### src/atrtd_pkg.sv
`timescale 1ns / 1ps
// ----------------------------------------------------------------------------
// atrtd_pkg
// Shared types, codes and pattern tables for the reply terminator detector.
// ----------------------------------------------------------------------------
package atrtd_pkg;

	localparam logic [1:0] CMD_BYTE  = 2'd0;
	localparam logic [1:0] CMD_TICK  = 2'd1;
	localparam logic [1:0] CMD_START = 2'd2;

	localparam logic [1:0] ST_SEARCH   = 2'd0;
	localparam logic [1:0] ST_FOUND    = 2'd1;
	localparam logic [1:0] ST_TIMEOUT  = 2'd2;
	localparam logic [1:0] ST_OVERFLOW = 2'd3;

	localparam logic [2:0] KIND_NONE    = 3'd0;
	localparam logic [2:0] KIND_OK      = 3'd1;
	localparam logic [2:0] KIND_ERROR   = 3'd2;
	localparam logic [2:0] KIND_UNKNOWN = 3'd3;
	localparam logic [2:0] KIND_READY   = 3'd4;

	localparam logic [1:0] REG_MATCH_MODE    = 2'd0;
	localparam logic [1:0] REG_TIMEOUT_TICKS = 2'd1;
	localparam logic [1:0] REG_BUFFER_LIMIT  = 2'd2;

	localparam logic [7:0] CH_CR = 8'h0D;
	localparam logic [7:0] CH_LF = 8'h0A;

	localparam logic [3:0] FLAGS_ALL = 4'hF;

	localparam logic [31:0] TIMEOUT_RESET = 32'd1000;
	localparam logic [15:0] LIMIT_RESET   = 16'd256;

	// Search state carried from item to item
	typedef struct packed {
		logic        cr_at;
		logic        cr_rdy;
		logic [7:0]  last_raw;
		logic [3:0]  line_pos;
		logic [3:0]  flags;
		logic [15:0] byte_count;
		logic [31:0] elapsed;
		logic [1:0]  fstatus;
		logic [2:0]  fkind;
	} state_t;

	typedef struct packed {
		logic        mode;
		logic [31:0] timeout;
		logic [15:0] limit;
	} cfg_t;

	typedef struct packed {
		logic [1:0]  status;
		logic [2:0]  line_kind;
		logic [15:0] end_position;
	} result_t;

	// Outcome of scanning one byte against the four patterns
	typedef struct packed {
		logic [3:0] flags_app;
		logic [3:0] pos_app;
		logic [2:0] kind;
		logic [3:0] flags_restart;
	} match_t;

	function automatic logic [7:0] pat_ok(input logic [3:0] pos);
		case (pos)
			4'd0: pat_ok = CH_CR;
			4'd1: pat_ok = CH_LF;
			4'd2: pat_ok = 8'h4F;
			4'd3: pat_ok = 8'h4B;
			4'd4: pat_ok = CH_CR;
			4'd5: pat_ok = CH_LF;
			default: pat_ok = 8'h00;
		endcase
	endfunction

	function automatic logic [7:0] pat_error(input logic [3:0] pos);
		case (pos)
			4'd0: pat_error = CH_CR;
			4'd1: pat_error = CH_LF;
			4'd2: pat_error = 8'h45;
			4'd3: pat_error = 8'h52;
			4'd4: pat_error = 8'h52;
			4'd5: pat_error = 8'h4F;
			4'd6: pat_error = 8'h52;
			4'd7: pat_error = CH_CR;
			4'd8: pat_error = CH_LF;
			default: pat_error = 8'h00;
		endcase
	endfunction

	function automatic logic [7:0] pat_unknown(input logic [3:0] pos);
		case (pos)
			4'd0:  pat_unknown = 8'h55;
			4'd1:  pat_unknown = 8'h6E;
			4'd2:  pat_unknown = 8'h6B;
			4'd3:  pat_unknown = 8'h6E;
			4'd4:  pat_unknown = 8'h6F;
			4'd5:  pat_unknown = 8'h77;
			4'd6:  pat_unknown = 8'h6E;
			4'd7:  pat_unknown = 8'h20;
			4'd8:  pat_unknown = 8'h63;
			4'd9:  pat_unknown = 8'h6D;
			4'd10: pat_unknown = 8'h64;
			4'd11: pat_unknown = 8'h3A;
			default: pat_unknown = 8'h00;
		endcase
	endfunction

	function automatic logic [7:0] pat_ready(input logic [3:0] pos);
		case (pos)
			4'd0: pat_ready = CH_CR;
			4'd1: pat_ready = CH_LF;
			4'd2: pat_ready = 8'h72;
			4'd3: pat_ready = 8'h65;
			4'd4: pat_ready = 8'h61;
			4'd5: pat_ready = 8'h64;
			4'd6: pat_ready = 8'h79;
			4'd7: pat_ready = CH_CR;
			4'd8: pat_ready = CH_LF;
			default: pat_ready = 8'h00;
		endcase
	endfunction

	// Drop each pattern flag whose character at pos differs from b
	function automatic logic [3:0] clear_if_differs(input logic [3:0] flags,
			input logic [3:0] pos, input logic [7:0] b);
		logic [3:0] f;
		f = flags;
		if (pos < 4'd6  && b != pat_ok(pos))      f[0] = 1'b0;
		if (pos < 4'd9  && b != pat_error(pos))   f[1] = 1'b0;
		if (pos < 4'd12 && b != pat_unknown(pos)) f[2] = 1'b0;
		if (pos < 4'd9  && b != pat_ready(pos))   f[3] = 1'b0;
		return f;
	endfunction

endpackage

### src/at_response_terminator_detect_core.sv
`timescale 1ns / 1ps
// ----------------------------------------------------------------------------
// at_response_terminator_detect_core
// Scans received modem bytes and ticks for the line that ends a reply.
// ----------------------------------------------------------------------------
// Path: an accepted item is held in the input register, then its result is
//   loaded into the result register; next state and result are combinational.
// Throughput: one item per cycle while the result side is not stalled, one result per item.
// Reset: arst_n clears the search state, the handshake flags and the
//   configuration registers (mode 0, timeout 1000 ticks, limit 256 bytes).
// ----------------------------------------------------------------------------
module at_response_terminator_detect_core import atrtd_pkg::*; (
	input  logic        clk,
	input  logic        arst_n,
	// configuration write port
	input  logic        cfg_we,
	input  logic [1:0]  cfg_index,
	input  logic [31:0] cfg_wdata,
	// input items
	input  logic        s_tvalid,
	output logic        s_tready,
	input  logic [7:0]  s_tdata,   // [7:0] rx_byte
	input  logic [1:0]  s_tuser,   // [1:0] command
	// result items
	output logic        m_tvalid,
	input  logic        m_tready,
	output logic [23:0] m_tdata    // [1:0] status, [4:2] line_kind, [20:5] end_position
);

	cfg_t       cfg_q;
	state_t     state_q;
	state_t     state_nxt;
	result_t    res;

	logic       valid_s1;
	logic [1:0] command_s1;
	logic [7:0] rx_byte_s1;
	logic       advance;

	logic       out_valid_q;
	result_t    out_q;

	// Configuration registers; writes beyond the list are dropped.
	always_ff @(posedge clk or negedge arst_n) begin
		if (!arst_n) begin
			cfg_q.mode    <= 1'b0;
			cfg_q.timeout <= TIMEOUT_RESET;
			cfg_q.limit   <= LIMIT_RESET;
		end else if (cfg_we) begin
			case (cfg_index)
				REG_MATCH_MODE:    cfg_q.mode    <= cfg_wdata[0];
				REG_TIMEOUT_TICKS: cfg_q.timeout <= cfg_wdata;
				REG_BUFFER_LIMIT:  cfg_q.limit   <= cfg_wdata[15:0];
				default: ;
			endcase
		end
	end

	// The staged item moves on whenever the result register is free or drains
	// this cycle; the input side is open whenever the stage empties.
	assign advance  = valid_s1 && (!out_valid_q || m_tready);
	assign s_tready = !valid_s1 || advance;

	// Input register: hold the item until it is processed.
	always_ff @(posedge clk or negedge arst_n) begin
		if (!arst_n) begin
			valid_s1 <= 1'b0;
		end else if (s_tvalid && s_tready) begin
			valid_s1 <= 1'b1;
		end else if (advance) begin
			valid_s1 <= 1'b0;
		end
	end

	always_ff @(posedge clk) begin
		if (s_tvalid && s_tready) begin
			command_s1 <= s_tuser;
			rx_byte_s1 <= s_tdata;
		end
	end

	atrtd_step u_step (
		.cur     (state_q),
		.cfg     (cfg_q),
		.command (command_s1),
		.rx_byte (rx_byte_s1),
		.nxt     (state_nxt),
		.res     (res)
	);

	// Search state: advance once per processed item.
	always_ff @(posedge clk or negedge arst_n) begin
		if (!arst_n) begin
			state_q.cr_at      <= 1'b0;
			state_q.cr_rdy     <= 1'b0;
			state_q.last_raw   <= 8'h00;
			state_q.line_pos   <= 4'd0;
			state_q.flags      <= FLAGS_ALL;
			state_q.byte_count <= 16'd0;
			state_q.elapsed    <= 32'd0;
			state_q.fstatus    <= ST_SEARCH;
			state_q.fkind      <= KIND_NONE;
		end else if (advance) begin
			state_q <= state_nxt;
		end
	end

	// Result register: load on advance, drop once taken.
	always_ff @(posedge clk or negedge arst_n) begin
		if (!arst_n) begin
			out_valid_q <= 1'b0;
		end else if (advance) begin
			out_valid_q <= 1'b1;
		end else if (m_tready) begin
			out_valid_q <= 1'b0;
		end
	end

	always_ff @(posedge clk) begin
		if (advance) begin
			out_q <= res;
		end
	end

	assign m_tvalid = out_valid_q;
	assign m_tdata  = {3'b000, out_q.end_position, out_q.line_kind, out_q.status};

endmodule

### src/atrtd_match.sv
`timescale 1ns / 1ps
// ----------------------------------------------------------------------------
// atrtd_match
// Pattern compare for one received byte: flag update, line kind, restart flags.
// ----------------------------------------------------------------------------
module atrtd_match import atrtd_pkg::*; (
	input  logic [3:0] flags,
	input  logic [3:0] line_pos,
	input  logic [7:0] rx_byte,
	input  logic [7:0] last_raw,
	input  logic       mode,
	output match_t     m
);

	always_comb begin
		m.flags_app = clear_if_differs(flags, line_pos, rx_byte);
		m.pos_app   = (line_pos < 4'd15) ? line_pos + 4'd1 : line_pos;
		m.kind      = KIND_NONE;
		if (last_raw == CH_CR) begin
			if (!mode) begin
				if (m.flags_app[0] && m.pos_app >= 4'd6)       m.kind = KIND_OK;
				else if (m.flags_app[1] && m.pos_app >= 4'd9)  m.kind = KIND_ERROR;
				else if (m.flags_app[2] && m.pos_app >= 4'd12) m.kind = KIND_UNKNOWN;
			end else begin
				if (m.flags_app[3] && m.pos_app >= 4'd9) m.kind = KIND_READY;
			end
		end
		// new line starts at the byte before this line feed
		m.flags_restart = clear_if_differs(clear_if_differs(FLAGS_ALL, 4'd0, last_raw),
			4'd1, rx_byte);
	end

endmodule

### src/atrtd_step.sv
`timescale 1ns / 1ps
// ----------------------------------------------------------------------------
// atrtd_step
// Next search state and result for one item.
// ----------------------------------------------------------------------------
module atrtd_step import atrtd_pkg::*; (
	input  state_t     cur,
	input  cfg_t       cfg,
	input  logic [1:0] command,
	input  logic [7:0] rx_byte,
	output state_t     nxt,
	output result_t    res
);

	match_t     m;
	logic       lf;
	logic       crlf;
	logic [31:0] tick_inc;

	atrtd_match u_match (
		.flags    (cur.flags),
		.line_pos (cur.line_pos),
		.rx_byte  (rx_byte),
		.last_raw (cur.last_raw),
		.mode     (cfg.mode),
		.m        (m)
	);

	assign lf       = (rx_byte == CH_LF);
	assign crlf     = (cfg.mode ? cur.cr_rdy : cur.cr_at) && lf;
	assign tick_inc = (cur.elapsed != 32'hFFFF_FFFF) ? cur.elapsed + 32'd1 : cur.elapsed;

	always_comb begin
		nxt = cur;
		if (command == CMD_START) begin
			nxt.last_raw   = 8'h00;
			nxt.line_pos   = 4'd0;
			nxt.flags      = FLAGS_ALL;
			nxt.byte_count = 16'd0;
			nxt.elapsed    = 32'd0;
			nxt.fstatus    = ST_SEARCH;
			nxt.fkind      = KIND_NONE;
		end else if (cur.fstatus == ST_SEARCH) begin
			if (command == CMD_BYTE) begin
				if (cur.elapsed >= cfg.timeout) begin
					nxt.fstatus = ST_TIMEOUT;
				end else begin
					if (!cfg.mode) begin
						if (rx_byte != 8'h00 && !crlf) nxt.cr_at = (rx_byte == CH_CR);
					end else begin
						if (!crlf) nxt.cr_rdy = (rx_byte == CH_CR);
					end
					nxt.flags    = m.flags_app;
					nxt.line_pos = m.pos_app;
					if (crlf && m.kind == KIND_NONE) begin
						nxt.flags    = m.flags_restart;
						nxt.line_pos = 4'd2;
					end
					nxt.last_raw = rx_byte;
					if (cur.byte_count != 16'hFFFF) nxt.byte_count = cur.byte_count + 16'd1;
					if (crlf && m.kind != KIND_NONE) begin
						nxt.fstatus = ST_FOUND;
						nxt.fkind   = m.kind;
					end else if (nxt.byte_count >= cfg.limit) begin
						nxt.fstatus = ST_OVERFLOW;
					end
				end
			end else if (command == CMD_TICK) begin
				nxt.elapsed = tick_inc;
				if (tick_inc >= cfg.timeout) nxt.fstatus = ST_TIMEOUT;
			end
		end
	end

	always_comb begin
		res.status       = nxt.fstatus;
		res.line_kind    = (nxt.fstatus == ST_FOUND) ? nxt.fkind : KIND_NONE;
		res.end_position = (nxt.fstatus == ST_FOUND) ? nxt.byte_count - 16'd1 : 16'd0;
	end

endmodule
### config.mk
export PLATFORM = sky130hd
export DESIGN_NAME = at_response_terminator_detect_core
export DESIGN_NICKNAME = d
export VERILOG_FILES = /design/src/atrtd_pkg.sv /design/src/at_response_terminator_detect_core.sv /design/src/atrtd_match.sv /design/src/atrtd_step.sv
export SDC_FILE = /design/constraint.sdc
export NUM_CORES = 1
export LEC_CHECK = 0
export ABC_CLOCK_PERIOD_IN_PS = 4700
export BUFFER_PORTS_ARGS = -buffer_cell sky130_fd_sc_hd__clkbuf_2
export CELL_PAD_IN_SITES_DETAIL_PLACEMENT = 0
export CELL_PAD_IN_SITES_GLOBAL_PLACEMENT = 1
export CORE_MARGIN = 8
export CORE_UTILIZATION = 45
export CTS_CLUSTER_DIAMETER = 120
export DETAILED_ROUTE_END_ITERATION = 16
export GPL_TIMING_DRIVEN = 1
export PLACE_DENSITY_LB_ADDON = 0.3
export SYNTH_ARGS = -nofsm -noshare
export SYNTH_HDL_FRONTEND = slang
export SYNTH_SLANG_ARGS = --single-unit
### constraint.sdc
create_clock -name clk -period 4.7 [get_ports clk]
set_input_delay 0.47 -clock clk [delete_from_list [all_inputs] [get_ports clk]]
set_output_delay 0.47 -clock clk [all_outputs]
set_load 0.02 [all_outputs]
# Word-level counts from Yosys, hierarchy flattened
# Memory sizes are Yosys's and may differ from the RTL's.
# Index checks and enable logic that the tools add are counted.
# word_totals
reg_bits,153
n_memories,3
in_bits,49
elab_cells,147
out_inout_bits,26
rom_bits,320
# classes
add_sub_neg,4
n_bitwise,4
n_eq_ne,25
order_cmp,10
n_mux,42
n_reduce_logical,40
# memory_table
name,depth,width,read_ports,rd_ports_with_merged_regs,wr,line,rtl
(no name shown),16,7,1,0,0,atrtd_pkg.sv:96,case (pos)
(no name shown),16,7,1,0,0,atrtd_pkg.sv:114,case (pos)
(no name shown),16,6,1,0,0,atrtd_pkg.sv:81,case (pos)
# op_table
operator,n
69-bit two-way mux,2
32-bit two-way mux,4
16-bit two-way mux,5
32-bit >= comparator,2
34-bit two-way mux,1
32-bit by 1-bit adder with 32-bit output (second input constant),1
32-bit != test (second input constant),1
8-bit != test,4
7-bit case mux with 4 select lines,1
8-bit by 4-bit equality test with 1-bit output (second input constant),3
3-bit two-way mux,6
16-bit by 1-bit adder with 16-bit output (second input constant),1
16-bit >= comparator,1
2-bit two-way mux,8
16-bit != test (second input constant),1
8-bit by 4-bit != test with 1-bit output (second input constant),2
8-bit by 7-bit != test with 1-bit output (second input constant),2
16-bit by 1-bit subtractor with 16-bit output (second input constant),1
1-bit logical AND,14
7-bit AND reduction,2
1-bit two-way mux,13
4-bit less-than comparator (second input constant),3
2-bit nonzero test,5
4-bit by 2-bit equality test with 1-bit output (second input constant),2
22 further kinds,40

# Longest topological paths before layout
# Gate-level depths: netlist of run 1.
# logic_depth
word_depth,18
ltp_mapped,21
depth_no_buf,19

# Hierarchy
# Synthesis of run 1 repeated with hierarchy kept, for this count alone.
# unflattened
hier_cells,1229
area_unflattened_um2,11816.3
# modules_own_cells
mod,seq_area_each_um2,instances,cells_each,area_each_um2
at_response_terminator_detect_core,3997.6,1,298,5709.2
atrtd_step,0.0,1,758,4914.7
atrtd_match,0.0,1,173,1192.4

# Worst setup path after synthesis of run 1
# OpenSTA, ideal clock, no wires.
# synth_path
path_type,flip-flop to flip-flop
from,reg state_q[17] (netlist name)
to,"reg out_q, in the netlist m_tdata[3] (data pin)"
n_path_buf,2
t_required_ps,4561
arrival_ps,4101
stages_incl_launch_ff,21
setup_ps,139
path_slack_ps,460
synth_period_minus_slack_ps,4240
path_cell_list,dfrtp_1 -> and2_1 -> clkbuf_1 -> and4_1 -> nand4_1 -> o21ai_1 -> or3_1 -> nor2_1 -> nand2_1 -> xnor2_1 -> ha_1 -> a211o_1 -> o211ai_1 -> a21oi_1 -> o311a_1 -> a211oi_1 -> o21ai_0 -> o221ai_1 -> nand2_1 -> buf_2 -> nor2_1
# synth_via
elab_chain_cells,9
elab_cells_between_ends,14
cone_classes,add/sub: 1; order compare: 2; eq/ne: 2; mux: 9
# synth_lines
element,line,rtl
from (decl),at_response_terminator_detect_core.sv:31,state_t state_q;
from (signal assigned),at_response_terminator_detect_core.sv:104,state_q <= state_nxt;
32-bit by 1-bit adder with 32-bit output or 32-bit != test (tied branches),atrtd_step.sv:31,assign tick_inc = (cur.elapsed != 32'hFFFF_FFFF) ? cur.elapsed + 32'd1 : cur.elapsed;
32-bit two-way mux,atrtd_step.sv:31,
32-bit >= comparator,atrtd_step.sv:70,if (tick_inc >= cfg.timeout) nxt.fstatus = ST_TIMEOUT;
2-bit two-way mux,atrtd_step.sv:70,
34-bit two-way mux,atrtd_step.sv:68,end else if (command == CMD_TICK) begin
2-bit two-way mux,atrtd_step.sv:44,if (command == CMD_BYTE) begin
69-bit two-way mux *,atrtd_step.sv:43,end else if (cur.fstatus == ST_SEARCH) begin
69-bit two-way mux *,atrtd_step.sv:35,if (command == CMD_START) begin
2-bit by 1-bit equality test with 1-bit output,atrtd_step.sv:77,res.line_kind = (nxt.fstatus == ST_FOUND) ? nxt.fkind : KIND_NONE;
to (signal assigned),at_response_terminator_detect_core.sv:121,out_q <= res;
to (decl),at_response_terminator_detect_core.sv:41,result_t out_q;
# Mark *: on every way between the ends. The rest lies on a longest branch, timed or not. The select of a mux whose other input is x is not followed.
# A chain may end at the register's enable or synchronous reset.

# Worst setup path after layout of run 1
# layout_path
from,reg state_q[38] (netlist name)
to,"reg out_q, in the netlist m_tdata[18] (data pin)"
# layout_via
elab_chain_cells,14
elab_cells_between_ends,18
cone_classes,add/sub: 2; order compare: 1; eq/ne: 2; mux: 13
# layout_lines
element,line,rtl
16-bit by 1-bit adder with 16-bit output or 16-bit != test (tied branches),atrtd_step.sv:60,if (cur.byte_count != 16'hFFFF) nxt.byte_count = cur.byte_count + 16'd1;
16-bit two-way mux,atrtd_step.sv:60,
16-bit two-way mux,atrtd_step.sv:45,if (cur.elapsed >= cfg.timeout) begin
16-bit two-way mux,atrtd_step.sv:44,
16-bit two-way mux,atrtd_step.sv:43,
16-bit two-way mux,atrtd_step.sv:35,
16-bit >= comparator,atrtd_step.sv:64,end else if (nxt.byte_count >= cfg.limit) begin
2-bit two-way mux,atrtd_step.sv:64,
2-bit two-way mux,atrtd_step.sv:61,if (crlf && m.kind != KIND_NONE) begin
2-bit two-way mux,atrtd_step.sv:45,
2-bit two-way mux,atrtd_step.sv:44,
69-bit two-way mux *,atrtd_step.sv:43,
69-bit two-way mux *,atrtd_step.sv:35,
2-bit by 1-bit equality test with 1-bit output,atrtd_step.sv:78,res.end_position = (nxt.fstatus == ST_FOUND) ? nxt.byte_count - 16'd1 : 16'd0;
# Marked as above.

==> results.yml, run 1 <==
outcome:
  status: "completed"
detailed_routing:
  drtAntennaViolNets: 0
  wl_per_cell_um: 17.74
  drc: 0
  drt_iter0_drc: 602
  post_drt_via_cell_ratio: 5.679
  routed_wl_um: 28790
  vias: 9217
  dr.pass1.iters: 5
cts:
  cts_root_buf: "clkbuf_16"
  postCtsSetupBuffers: 0
  cts.clk_slew.worst_paths_ps: 80
  numCtsBuffers: 17
  cts.sinks: 153
  cts.path.max_buffers: 2
  cts_tree: "yes"
  hold_buffers: 0
  ctsResizeCount: 0
  worstSkewPairLatency_ps: 440
  h-tree-depth: 4
timing:
  fin_setup_tns_ps: 0
  period_minus_slack_ps: 4349
  timing.final.hold_violations: 0
  fin_crit_sh_pct: 92.54
  rsz0062_at_grt: "false"
  setup_viol: 0
  finClkSkew_ps: 12.78
  max_freq_mhz: 229.9
  final_max_slew_viol_count: 0
  layout_setup_ws_ps: 350.7
  tightestPinTransition_ps: 912.8
  slew_headroom_pct: 38.96
global_route:
  grt_overflow: 0
  gr-usage-met1_pct: 24.99
  grt_pass1_wl_um: 47320
  grtUsageMet2_pct: 32.04
  grt-busiest-layer: "met2"
  track_usage_pct: 19.05
  antenna_found_initial: 0
  met3_usage_pct: 2.766
  grt_max_degree: 49
  grt_pass1_vias: 9040
final_layout:
  finalInstanceArea_sq_um: 12580
  area_growth_pct: 12.94
  antenna_cells: 0
  fin_nets: 1433
  layout-drive-gt1-share_pct: 18.55
yosys:
  synth_edf_count: 31
  synth_cell_types: 84
  syn_area_per_cell_sq_um: 9.196
  synth.area.top_cells: "dfrtp_1 25%, ha_1 11%, edfxtp_1 8.4%"
  async_flop_share_pct: 79.74
  yosys_warnings: 0
  yosysSeqAreaShare_pct: 35.89
  yosysTopAreaCellShare_pct: 24.94
  yosys_register_bits: 153
  synthFlopType: "dfrtp_1"
  syn_area_sq_um: 11140
  synth_cells: 1211
  synth_area_leader_cell: "dfrtp_1"
worst_setup_path:
  worstPathMaxFanout: 18
  cp-startpoint: "state_q[38]"
  required_ps: 4900
  worstReg2RegStart: "state_q[38]"
  arrival_ps: 4550
  cp-start-kind: "flip-flop"
  crit_type: "flip-flop to flip-flop"
  cp-end-kind: "flip-flop"
place:
  port_buffers: 71
  dpl_worst_slack_ps: 151.6
  post_dp_cell_area_sq_um: 11980
  dpl.hpwl_um: 21620
  place.gp.congestion: 0.8720
floorplanning:
  die_area_sq_um: 30040
  io_pins: 75
  die_h_um: 173.3
  start_util_pct: 45.79
  fp-row-count: 57
  coreArea_sq_um: 24320
  die_w_um: 173.3
power_and_ir_drop:
  clockPowerShare_pct: 31.9
  p_seq_share_pct: 38.2
  vdd_drop_max_uv: 168.7
  p_sw_mw: 1.539
  combPwrFrac_pct: 29.8
  leakage_nw: 5.724
  switching_share_pct: 35.12
  p_int_mw: 2.843
  powerDensity_nw_per_um2: 348.4
job:
  cap_violations: 0
hold_path:
  hold_path.class: "input pin to async pin"
## worst max-delay path, cell delays in order (launching register included)
cell	delay [ps]
dfrtp_1	450
ha_1	310
nand4_1	150
or4_1	610
and3_1	290
xor2_1	200
ha_1	280
a2111oi_0	350
o21ai_0	150
a221o_1	320
a31oi_1	350
o221ai_1	190
nand2_1	150
buf_12	150
o21ba_2	160
## state kept, by name, indices dropped and copies added, names as in the netlist
signal and flops:
m_tvalid 1, state_q 71, cfg_q 49, valid_s1 1
m_tdata 21, command_s1 2, rx_byte_s1 8
## path summary, 6_finish.rpt
check | end | slack [ps] | depth (start not counted)
worst min-delay path | cfg_q[31] | 30 | 1
max in group asynchronous | state_q[53] | 3670 | 2
worst max register to register | m_tdata[18] | 350 | 14
min in group clk | rx_byte_s1[7] | 210 | 1
worst max-delay path | m_tdata[18] | 350 | 14
worst min register to register | state_q[0] | 490 | 2
## per-layer routing
layer  part of all wire (%)  wire (um)  up-vias
met5                      0          0        -
met4                    1.8        519        0
met3                    3.4        966       37
met2                     48      13930      162
met1                     46      13380     4471
li1                       -          -     4547
## synth_stat cells (all sizes together) (16+ instances only)
| library cell | instances |
|---|---|
| a21o | 16 |
| a21oi | 50 |
| and3 | 18 |
| buf | 21 |
| clkbuf | 44 |
| dfrtp | 111 |
| edfxtp | 31 |
| ha | 98 |
| inv | 76 |
| mux2 | 54 |
| mux2i | 18 |
| nand2 | 110 |
| nand3 | 41 |
| nand4 | 31 |
| nor2 | 83 |
| o21ai | 83 |
| o31ai | 22 |
| xnor2 | 43 |
| xor2 | 27 |
## cell families after synthesis
group,share of synthesized area [%]
xor+xnor,5.505
fa+ha+maj,11.01
other cells,0.03367
simple gates,17.86
compound gates,17.31
flops,35.89
mux,7.078
buf+inv,5.303
## area by class of cell
class                      count  area (sq um)
clock buffer                  18         450.4
clock inverter                14         143.9
fill                        2256         11740
inverter                      76         285.3
multi-input combinational    919          6565
sequential                   153          3998
tap                          324         405.4
timing repair buffer         119         730.7
## power by group through the flow
stage                     clock, mW  sequential [mW]  combinational, mW
after floorplan                   0             1.66              0.982
after global placement            0             1.69               1.29
after detailed placement          0             1.70               1.30
after CTS                      1.43             1.67               1.31
after global routing           1.48             1.70               1.47
final                          1.40             1.68               1.31
## through the flow
step | total power [mW] | cells | hold WS (ps) | utilization (%)
floorplan | 2.639 | 1213 | 174.4 | -
global placement | 2.989 | 1591 | 461.3 | 49.24
detailed placement | 3.003 | 1591 | 466.3 | 49.24
CTS | 4.413 | 1623 | 46.53 | 51.68
global route | 4.644 | 1623 | 83.00 | 51.72
finish | 4.382 | 1623 | 29.54 | 51.72
## placed cells by master, fill, tap and decap left out, types with 12 or more instances in the layout
master / n
ha_1: 98
buf_4: 48
clkbuf_2: 70
xor2_1: 27
nand2b_1: 14
nor3_1: 13
nand3_1: 40
a31oi_1: 12
xnor2_1: 43
mux2i_1: 18
nor2_1: 83
clkbuf_16: 18
nor4_1: 13
edfxtp_1: 31
nand2_1: 110
and3_1: 18
inv_1: 76
a21oi_1: 50
o21ai_0: 80
a21o_1: 16
nand4_1: 29
mux2_2: 54
dfrtp_1: 111
o31ai_1: 22
nor2b_1: 13
and2_1: 12
Note: power is estimated with default switching activity, not from simulation.
==> run 2, diff against run 1 <==
- PLACE_DENSITY: not set -> 0.82
- PLACE_DENSITY_LB_ADDON: 0.3 -> not set
==> results.yml, run 2 (synthesis results as in run 1) <==
timing:
  period_minus_slack_ps: 4360
  finClkSkew_ps: 13.39
  setup_viol: 0
  rsz0062_at_grt: "false"
  fin_setup_tns_ps: 0
  final_max_slew_viol_count: 0
  timing.final.hold_violations: 0
  fin_crit_sh_pct: 92.76
  max_freq_mhz: 229.4
  fin_hold_ws_ps: 84.46
  tightestPinTransition_ps: 1014
  slew_headroom_pct: 32.43
floorplanning:
  coreArea_sq_um: 24320
  io_pins: 75
  start_util_pct: 45.79
  die_w_um: 173.3
  fp-row-count: 57
  die_area_sq_um: 30040
  die_h_um: 173.3
detailed_routing:
  drtAntennaViolNets: 0
  drc: 0
  vias: 9182
  drt_iter0_drc: 642
  post_drt_via_cell_ratio: 5.682
  routed_wl_um: 28280
  wl_per_cell_um: 17.50
  dr.pass1.iters: 5
cts:
  cts.clk_slew.worst_paths_ps: 60
  postCtsSetupBuffers: 0
  ctsResizeCount: 0
  cts.path.max_buffers: 2
  cts.sinks: 153
  h-tree-depth: 4
  cts_root_buf: "clkbuf_16"
  numCtsBuffers: 17
  hold_buffers: 0
  worstSkewPairLatency_ps: 440
  cts_tree: "yes"
global_route:
  grt_pass1_wl_um: 47130
  grt_pass1_vias: 9058
  track_usage_pct: 18.95
  grt_max_degree: 55
  antenna_found_initial: 0
  grt_overflow: 0
final_layout:
  seq_area_sq_um: 3998
  largest_reg_flops: 71
  fin_nets: 1426
  area_growth_pct: 12.87
  multi_input_area_sq_um: 6578
  fill_cells: 2255
  antenna_cells: 0
  top_register: "state_q"
  layout_common_cells: "111 x dfrtp_1, 109 x nand2_1, 98 x ha_1, 82 x nor2_1, 80 x o21ai_0"
  stdcell_count: 1616
  final_common_cell: "dfrtp_1"
  layout-drive-gt1-share_pct: 18.34
place:
  place_inst: 1584
  port_buffers: 71
  dpl.hpwl_um: 20820
  place.gp.congestion: 0.8651
worst_setup_path:
  cpMaxStageDelayCell: "dfrtp_1"
  crit_family: "compound AO/OA/AOI/OAI gates"
  cp-start-kind: "flip-flop"
  critical_path_buf_inv_count: 2
  critical_path.max_stage_delay_ps: 450
  worstPathMaxFanout: 18
  arrival_ps: 4670
  crit_chain: "nand2_1 > nor4_1 > buf_4 > nand4_1 > o2111a_1 > and3_1 > and3_1 > xor2_1 > ha_1 > nand3_1 > nor3_2 > a221oi_1 > o21ai_0 > a31oi_1 > o21ai_1 > o221ai_1 > nand2_1 > buf_12 > o21ba_2"
  required_ps: 5010
  crit_type: "flip-flop to flip-flop"
  cp-end-kind: "flip-flop"
job:
  cap_violations: 0
power_and_ir_drop:
  vdd_drop_max_uv: 224.9
  powerDensity_nw_per_um2: 354.1
  leakage_nw: 5.708
  total_power_mw: 4.451
hold_path:
  hold_path.class: "input pin to async pin"
outcome:
  status: "completed"
==> run 2: cell count changes in the layout (fill, tap and decap cells not counted), moves of 2 or more <==
cell / previous run / this run
inv_8: 6 / 0
buf_4: 48 / 41
clkinv_2: 0 / 2
clkinv_4: 1 / 3
inv_6: 5 / 3
bufinv_16: 0 / 3
==> run 2: per-layer routing <==
metal / wire length, um / GRT usage [%] / share of wire [%]
met1: 12950 / 24.94 / 46
met2: 13630 / 31.41 / 48
met3: 1099 / 2.701 / 3.9
met4: 598 / 6.468 / 2.1
met5: 0 / 0 / 0
==> run 2: power breakdown <==
part           switching, mW  total [mW]  internal [mW]  leakage, nW
logic                  0.725        1.28          0.553         3.56
clock network          0.594        1.48          0.888        0.311
registers              0.156        1.69           1.54         1.84
==> run 2: worst paths after layout <==
path	slack [ps]	start	to	cells after the start
min in group clk	210	s_tdata[3]	rx_byte_s1[3]	1
setup reg to reg	340	state_q[14]	m_tdata[18]	19
hold reg to reg	490	state_q[0]	state_q[0]	2
setup / recovery	340	state_q[14]	m_tdata[18]	19
max in group asynchronous	3630	arst_n	cfg_q[8]	2
hold / removal	80	arst_n	state_q[27]	1
==> run 2: metrics by stage <==
stage          utilization (%)  setup WS, ps  cell area [sq um]
5_1_grt                  51.69         33.69              12570
3_3_place_gp             49.03         248.4              11920
3_5_place_dp             49.03         245.7              11920
4_1_cts                  51.60         219.5              12550
6_report                 51.69         340.1              12570
2_1_floorplan                -         459.9              11140
==> run 2: cell type report <==
| type | instances | area share, % |
|---|---|---|
| well taps | 324 | 3.225 |
| repair buffers | 112 | 5.395 |
| flip-flops and latches | 153 | 31.80 |
| inverters | 76 | 2.269 |
| clock inverters | 12 | 1.264 |
| multi-input cells | 919 | 52.32 |
| clock buffers | 20 | 3.723 |
==> run 2: worst reg2reg max path, cell delays in order, from the launching register on <==
cell and delay, ps:
dfrtp_1 450, nand2_1 120, nor4_1 290, buf_4 170, nand4_1 160, o2111a_1 280
and3_1 280, and3_1 260, xor2_1 150, ha_1 300, nand3_1 110, nor3_2 70
a221oi_1 260, o21ai_0 190, a31oi_1 250, o21ai_1 160, o221ai_1 230, nand2_1 130
buf_12 170, o21ba_2 230
